### src/hw/rtl/assert_macros.svh
// ----------------------------------------------------------------------------
// Assertion macros
// Shared concurrent assertion wrappers; define NO_ASSERTIONS to drop them.
// ----------------------------------------------------------------------------
`ifndef ASSERT_MACROS_SVH
`define ASSERT_MACROS_SVH

`ifndef NO_ASSERTIONS

`define BTP_ASSERT_IMP(label, clk, rst_n, ante, cons) \
	label: assert property (@(posedge clk) disable iff (!rst_n) (ante) |-> (cons)) \
		else $error("same-cycle implication violated");

`define BTP_ASSERT_NEXT(label, clk, rst_n, ante, cons) \
	label: assert property (@(posedge clk) disable iff (!rst_n) (ante) |=> (cons)) \
		else $error("next-cycle implication violated");

`else

`define BTP_ASSERT_IMP(label, clk, rst_n, ante, cons)

`define BTP_ASSERT_NEXT(label, clk, rst_n, ante, cons)

`endif

`endif

### src/hw/rtl/btp_pkg.sv
// ----------------------------------------------------------------------------
// btp_pkg
// Types, constants and the perturbation table of the bounded table PRNG.
// ----------------------------------------------------------------------------
package btp_pkg;

	localparam int unsigned DATA_W          = 16;
	localparam int unsigned MAX_ROUNDS      = 32;
	localparam int unsigned ROUND_W         = $clog2(MAX_ROUNDS);
	localparam int unsigned EARLY_STOP_FROM = 5;
	localparam logic [DATA_W-1:0] SEED_RESET = 16'hCBFA;

	typedef logic [DATA_W-1:0] word_t;

	typedef enum logic [1:0] {
		ST_IDLE,
		ST_ROUND,
		ST_HALVE
	} state_t;

	// Result of one seed round.
	typedef struct packed {
		word_t seed;
		logic  below;
	} step_t;

	function automatic word_t perturb(input logic [3:0] nib);
		word_t w;
		case (nib)
			4'h0:    w = 16'h0008;
			4'h1:    w = 16'h000b;
			4'h2:    w = 16'h0003;
			4'h3:    w = 16'h0006;
			4'h4:    w = 16'h0010;
			4'h5:    w = 16'h000d;
			4'h6:    w = 16'h0002;
			4'h7:    w = 16'h000a;
			4'h8:    w = 16'h0004;
			4'h9:    w = 16'h000f;
			4'ha:    w = 16'h000e;
			4'hb:    w = 16'h0005;
			4'hc:    w = 16'h000c;
			4'hd:    w = 16'h0009;
			4'he:    w = 16'h0007;
			4'hf:    w = 16'h0011;
			default: w = 16'h0000;
		endcase
		return w;
	endfunction

endpackage

### src/hw/rtl/btp_req_if.sv
// ----------------------------------------------------------------------------
// btp_req_if
// Request channel: valid/ready plus the inclusive upper bound.
// ----------------------------------------------------------------------------
interface btp_req_if;
	logic                valid;
	logic                ready;
	btp_pkg::word_t      range_limit;

	modport source (output valid, output range_limit, input ready);
	modport sink   (input valid, input range_limit, output ready);
endinterface

### src/hw/rtl/btp_rsp_if.sv
// ----------------------------------------------------------------------------
// btp_rsp_if
// Response channel: valid/ready plus the bounded random value.
// ----------------------------------------------------------------------------
interface btp_rsp_if;
	logic                valid;
	logic                ready;
	btp_pkg::word_t      random_value;

	modport source (output valid, output random_value, input ready);
	modport sink   (input valid, input random_value, output ready);
endinterface

### src/hw/rtl/bounded_table_prng_unit.sv
// ----------------------------------------------------------------------------
// bounded_table_prng_unit
// Table-perturbed shift-register PRNG returning a value at most the bound.
// ----------------------------------------------------------------------------
// Sequence: 6 to 32 seed rounds, one per cycle through the shared round unit,
//   then the halving state, which shifts the value right until it is at most
//   the bound and loads the response once the output register is free.
// Requests: one at a time; ready returns only in idle, so a new request waits
//   until the previous one is through, longer while the previous response still waits.
// Reset: arst_n clears the sequencer and response valid, and loads the seed with 0xCBFA.
module bounded_table_prng_unit (
	input  logic        clk,
	input  logic        arst_n,
	btp_req_if.sink     req,
	btp_rsp_if.source   rsp
);

	btp_pkg::state_t                  state_q, state_d;
	btp_pkg::word_t                   seed_q;
	btp_pkg::word_t                   limit_q;
	btp_pkg::word_t                   r_q;
	logic [btp_pkg::ROUND_W-1:0]      round_q;
	btp_pkg::word_t                   out_q;
	logic                             out_valid_q;

	btp_pkg::step_t                   step;
	logic                             round_last;
	logic                             early_ok;
	logic                             round_end;
	logic                             above;
	logic                             out_free;
	logic                             req_xfer;
	logic                             out_load;

	// Shared round unit: always fed from the running seed.
	btp_seed_step u_step (
		.seed  (seed_q),
		.limit (limit_q),
		.step  (step)
	);

	assign req_xfer   = req.valid && req.ready;
	assign round_last = round_q == btp_pkg::ROUND_W'(btp_pkg::MAX_ROUNDS - 1);
	assign early_ok   = round_q >= btp_pkg::ROUND_W'(btp_pkg::EARLY_STOP_FROM);
	// Leave the round loop on the last round, or on an early stop below the bound.
	assign round_end  = round_last || (early_ok && step.below);
	assign above      = r_q > limit_q;
	// The output register is free once empty or its transfer completes now.
	assign out_free   = !out_valid_q || rsp.ready;

	// Next state
	always_comb begin
		state_d = state_q;
		case (state_q)
			btp_pkg::ST_IDLE: begin
				if (req_xfer) state_d = btp_pkg::ST_ROUND;
			end
			btp_pkg::ST_ROUND: begin
				if (round_end) state_d = btp_pkg::ST_HALVE;
			end
			btp_pkg::ST_HALVE: begin
				if (!above && out_free) state_d = btp_pkg::ST_IDLE;
			end
			default: state_d = btp_pkg::ST_IDLE;
		endcase
	end

	// Outputs of the sequencer
	always_comb begin
		req.ready = 1'b0;
		out_load  = 1'b0;
		case (state_q)
			btp_pkg::ST_IDLE:  req.ready = 1'b1;
			btp_pkg::ST_ROUND: out_load  = 1'b0;
			btp_pkg::ST_HALVE: out_load  = !above && out_free;
			default:           req.ready = 1'b0;
		endcase
	end

	always_ff @(posedge clk or negedge arst_n) begin
		if (!arst_n) begin
			state_q     <= btp_pkg::ST_IDLE;
			seed_q      <= btp_pkg::SEED_RESET;
			round_q     <= '0;
			out_valid_q <= 1'b0;
		end else begin
			state_q <= state_d;
			// Advance the seed once per round; it is kept for the next request.
			if (state_q == btp_pkg::ST_ROUND) begin
				seed_q  <= step.seed;
				round_q <= round_q + 1'b1;
			end
			if (req_xfer) begin
				round_q <= '0;
			end
			// Hold the response until its transfer, then drop valid.
			if (out_load) begin
				out_valid_q <= 1'b1;
			end else if (rsp.ready) begin
				out_valid_q <= 1'b0;
			end
		end
	end

	// Payload registers
	always_ff @(posedge clk) begin
		if (req_xfer) begin
			limit_q <= req.range_limit;
		end
		if (state_q == btp_pkg::ST_ROUND && round_end) begin
			r_q <= step.seed;
		end else if (state_q == btp_pkg::ST_HALVE && above) begin
			r_q <= r_q >> 1;
		end
		if (out_load) begin
			out_q <= r_q;
		end
	end

	assign rsp.valid        = out_valid_q;
	assign rsp.random_value = out_q;

	`include "assert_macros.svh"

	// A request always starts the round loop from round zero.
	`BTP_ASSERT_NEXT(a_start_round, clk, arst_n, req_xfer,
		state_q == btp_pkg::ST_ROUND && round_q == '0)
	// The round loop never runs past its last round.
	`BTP_ASSERT_NEXT(a_round_bound, clk, arst_n,
		state_q == btp_pkg::ST_ROUND && round_last, state_q == btp_pkg::ST_HALVE)
	// Finishing the halving always presents a response.
	`BTP_ASSERT_NEXT(a_result_shown, clk, arst_n, out_load, rsp.valid)
	// No request is taken while an item is in flight.
	`BTP_ASSERT_IMP(a_busy_no_ready, clk, arst_n,
		state_q != btp_pkg::ST_IDLE, !req.ready)

endmodule

### src/hw/rtl/btp_seed_step.sv
// ----------------------------------------------------------------------------
// btp_seed_step
// One seed round: shift with feedback, table add, compare against the bound.
// ----------------------------------------------------------------------------
module btp_seed_step (
	input  btp_pkg::word_t seed,
	input  btp_pkg::word_t limit,
	output btp_pkg::step_t step
);

	btp_pkg::word_t shifted;

	// Drop bit 15, bring in bit2 ^ bit3 of the old seed.
	assign shifted = {seed[btp_pkg::DATA_W-2:0], seed[2] ^ seed[3]};

	always_comb begin
		step.seed  = shifted + btp_pkg::perturb(shifted[3:0]);
		step.below = step.seed < limit;
	end

endmodule

### src/flat_wrapper.sv
// flat-port wrapper written by rule: the top's interface ports become plain ports
module bounded_table_prng_unit_flat 
  (clk, arst_n, req_valid, req_range_limit, req_ready, rsp_valid, rsp_random_value, rsp_ready);
  btp_req_if req_i ();
  btp_rsp_if rsp_i ();
  input  logic clk;
  input  logic arst_n;
  input wire logic [$bits(req_i.valid)-1:0] req_valid;
  input wire logic [$bits(req_i.range_limit)-1:0] req_range_limit;
  output wire logic [$bits(req_i.ready)-1:0] req_ready;
  output wire logic [$bits(rsp_i.valid)-1:0] rsp_valid;
  output wire logic [$bits(rsp_i.random_value)-1:0] rsp_random_value;
  input wire logic [$bits(rsp_i.ready)-1:0] rsp_ready;
  assign req_i.valid = req_valid;
  assign req_i.range_limit = req_range_limit;
  assign req_ready = req_i.ready;
  assign rsp_valid = rsp_i.valid;
  assign rsp_random_value = rsp_i.random_value;
  assign rsp_i.ready = rsp_ready;
  bounded_table_prng_unit u_core (.clk(clk), .arst_n(arst_n), .req(req_i), .rsp(rsp_i));
endmodule
### config.mk
export PLATFORM = sky130hd
export DESIGN_NAME = bounded_table_prng_unit_flat
export DESIGN_NICKNAME = d
export VERILOG_FILES = /design/src/hw/rtl/btp_pkg.sv /design/src/hw/rtl/btp_req_if.sv /design/src/hw/rtl/btp_rsp_if.sv /design/src/hw/rtl/bounded_table_prng_unit.sv /design/src/hw/rtl/btp_seed_step.sv /design/src/flat_wrapper.sv
export VERILOG_INCLUDE_DIRS = /design/src /design/src/hw/rtl
export SDC_FILE = /design/constraint.sdc
export NUM_CORES = 1
export LEC_CHECK = 0
export BUFFER_PORTS_ARGS = -buffer_cell sky130_fd_sc_hd__buf_2
export CAP_MARGIN = 20
export CORE_ASPECT_RATIO = 1.75
export CORE_UTILIZATION = 40
export DETAILED_ROUTE_END_ITERATION = 6
export PLACE_DENSITY = 0.6
export SLEW_MARGIN = 10
export SYNTH_ARGS = -nofsm -noshare
export SYNTH_HDL_FRONTEND = slang
export SYNTH_SLANG_ARGS = --single-unit
### constraint.sdc
create_clock -name clk -period 5.99 [get_ports clk]
set_input_delay 1.198 -clock clk [delete_from_list [all_inputs] [get_ports clk]]
set_output_delay 1.198 -clock clk [all_outputs]
set_load 0.005 [all_outputs]
==> results.cfg <==
[placed_design]
placedCellCount = 488
hpwlAfterDp_um = 6140
routabilityCongestion = 0.840
portBuffers = 37

[worst_setup_path]
arrival_ns = 5.16
crit_path_start_kind = flip-flop
slowest_stage = a21oi_4
crit_chain = inv_1 -> nor2_1 -> nor3_1 -> a311oi_1 -> ha_1 -> a21o_1 -> a221oi_1 -> nor3_1 -> a21oi_1 -> o21ai_0 -> ha_1 -> a211oi_1 -> nor2_1 -> a2111o_1 -> a21oi_4 -> a31o_2
path_class = reg2reg
worstSetupStartpoint = u_core.seed_q[2]$_DFFE_PN0P_
r2r.worst_path.cells = 16
crit_path_end = u_core.r_q[10]$_DFFE_PP_
required_ns = 5.97
rrSetupSlack_ns = 0.81
crit_fanout = 18
r2r-end = u_core.r_q[10]$_DFFE_PP_
slowest_delay_ns = 0.55
reg2reg_from = u_core.seed_q[2]$_DFFE_PN0P_
cp-end-kind = flip-flop

[die]
io_pins = 38
die-area_sq_um = 10200
placementRows = 47
die_h_um = 133
core-area_sq_um = 9530
chipWidth_um = 76.9
initial_utilization = 0.412

[power_and_ir_drop]
p_seq_frac = 0.322
p_int_uw = 1580
peakVddDrop_mv = 0.221
p_leak_uw = 0.00195
combPwrFrac = 0.502
swShare = 0.410
power.density_nw_per_um2 = 595
total_power_uw = 2680
switching_power_uw = 1100
p_clk_frac = 0.176

[clock_network]
clk_latency_ns = 0.33
numCtsBuffers = 9
post_cts_resized = 0
cts_htree_levels = 3
cts.sinks = 71
cts-root-buf = clkbuf_16
clock_path_buffers = 2
cts_setup_buffers = 0
clk_pin_slew_worst_paths_ns = 0.06
cts_hold_buffers = 0
cts_tree = yes

[yosys]
synth_compound_area_frac = 0.105
syn_avg_cell_area_sq_um = 11.8
ys_ff_latch = 71
yosysWarnings = 0
synth_area_sq_um = 3930
synth_seq_area_share = 0.517
synth.distinct_cells = 46
synthSimpleGateAreaFrac = 0.111
yosysTopAreaCell = edfxtp_1
yosys-mux-area-fraction = 0.0640
synth_fa_ha_area_frac = 0.133
synth_xor_area_frac = 0.0357
synthCells = 334
synth_top_family_by_area = adder cells
ys_top_cells_by_area = edfxtp_1 (37%), ha_1 (13%), dfrtp_1 (8.3%), dfstp_2 (6.7%), mux2_2 (3.7%)
syn_nets = 395
yosysTopAreaCellShare = 0.367

[grt]
antenna_found_initial = 0
use_met2 = 0.314
track_usage = 0.172
grt_start_max_net_pins = 24
overflow = 0
grt_pass1_vias = 2741
top_usage_layer = met2
use_met1 = 0.189
use_met3 = 0.0359
grt_pass1_wl_um = 13400

[route]
drc = 0
post_drt_wl_per_cell_um = 15.6
vias_per_cell = 5.12
antenna_left = 0
vias = 2581
routed_wl_um = 7880
drt_iter0_markers = 114
firstDrtPassIters = 4

[timing]
finalClockSkew_ns = 0.00504
worst_pin_slew_ns = 0.838
relSlewSlack = 0.441
fmax_ghz = 0.193
rsz0062_at_grt = no
period_needed_ns = 5.18
slew_viol_final = 0
setup_violations = 0
setup_tns_ns = 0
final-hold-violation-count = 0
period_share = 0.865

[finish]
fillers = 916
diodes = 0
nNetsFinal = 438
syn2layout_area_growth_pct = 14.6
drive_gt1_frac = 0.228
mostFrequentLayoutCells = edfxtp_1 (48), ha_1 (40), nand2_1 (39), buf_2 (37), inv_1 (26)
fin_cells = 504
final_common_cell = edfxtp_1

[run]
cap_violations = 0

[run_status]
outcome = finished clean

[min_path]
hp-class = reg2reg
[sequential cells by signal (all words and copies together), names as in the netlist]
name and cells:
u_core.limit_q 16, u_core.r_q 16, u_core.rsp.random_value 16, u_core.seed_q 15
u_core.round_q 5, u_core.state_q 2, u_core.rsp.valid 1
[Yosys cell counts, drive strengths merged]
| master | n |
|---|---|
| edfxtp | 48 |
| ha | 40 |
| nand2 | 39 |
| inv | 26 |
| mux2 | 20 |
| nor2 | 17 |
| a21oi | 15 |
| o21ai | 14 |
| dfrtp | 13 |
| dfstp | 10 |
| nand4 | 9 |
| nand3 | 8 |
| xnor2 | 8 |
| xor2 | 8 |
| a21o | 7 |
| clkbuf | 5 |
| nor3 | 5 |
| and3 | 4 |
| o21a | 4 |
| a31oi | 3 |
| nand3b | 3 |
| a211oi | 2 |
| and2 | 2 |
| buf | 2 |
| nand2b | 2 |
| nor2b | 2 |
| o211ai | 2 |
| o21bai | 2 |
| o31ai | 2 |
| a2111o | 1 |
| a2111oi | 1 |
| a21boi | 1 |
| a221oi | 1 |
| a22oi | 1 |
| a311oi | 1 |
| a31o | 1 |
| and4 | 1 |
| fa | 1 |
| o2111ai | 1 |
| o22a | 1 |
| o31a | 1 |
[final cells by class]
type / count / area (sq um) / share of cell area
inverters: 26 / 97.6 / 0.0217
repair buffers: 39 / 200 / 0.0445
clock inverters: 5 / 25.0 / 0.00556
flip-flops and latches: 71 / 2030 / 0.451
well taps: 122 / 153 / 0.0339
clock buffers: 11 / 233 / 0.0517
multi-input cells: 230 / 1760 / 0.392
[metal layers]
| metal | routed length, um | part of all wire | vias up |
|---|---|---|---|
| met1 | 3280 | 0.42 | 1241 |
| met5 | 0 | 0 | - |
| met3 | 177 | 0.022 | 7 |
| met2 | 4300 | 0.55 | 33 |
| li1 | - | - | 1300 |
| met4 | 121 | 0.015 | 0 |
[metrics by stage]
step	hold WS, ns	cell area, sq um	worst slack [ns]	util
after floorplan	0.426	3930	1.37	-
after global placement	0.462	4240	0.956	0.445
after detailed placement	0.472	4240	0.817	0.445
after CTS	0.484	4500	0.798	0.472
after global routing	0.504	4500	0.328	0.472
final	0.475	4500	0.807	0.472
[power by group through the flow]
stage                     Sequential (uW)  Clock, uW  Combinational [uW]
after floorplan                       824          0                1040
after global placement                867          0                1320
after detailed placement              870          0                1350
after CTS                             860        484                1370
after global routing                  883        502                1530
final                                 861        471                1350
[worst max-delay path, delay by kind of cell, from the launching register on]
family	cells	cell delay [ns]
adders and majority gates	2	0.66
buffers and inverters	1	0.14
DFF	1	0.48
and+or+nand+nor	4	0.55
AOI/OAI and AO/OA	9	2.99
[cell families after synthesis]
| kind of cell | Yosys count |
|---|---|
| and+or+nand+nor | 92 |
| DFF | 71 |
| AOI/OAI and AO/OA | 61 |
| adders and majority gates | 41 |
| buffers and inverters | 33 |
| muxes | 20 |
| xor gates and xnor gates | 16 |
[how the worst min path moves through the flow]
stage	from	end	slack, ns	cells after the start
finish	u_core.r_q[0]$_DFFE_PP_	u_core.rsp.random_value[0]$_DFFE_PP_	0.48	0
global route	u_core.seed_q[7]$_DFFE_PN1P_	u_core.seed_q[7]$_DFFE_PN1P_	0.50	2
CTS	u_core.seed_q[7]$_DFFE_PN1P_	u_core.seed_q[7]$_DFFE_PN1P_	0.48	2
detailed placement	u_core.r_q[0]$_DFFE_PP_	u_core.rsp.random_value[0]$_DFFE_PP_	0.47	0
global placement	u_core.r_q[0]$_DFFE_PP_	u_core.rsp.random_value[0]$_DFFE_PP_	0.46	0
floorplan	u_core.r_q[0]$_DFFE_PP_	u_core.rsp.random_value[0]$_DFFE_PP_	0.43	0
(Power assumes the default switching activity.)
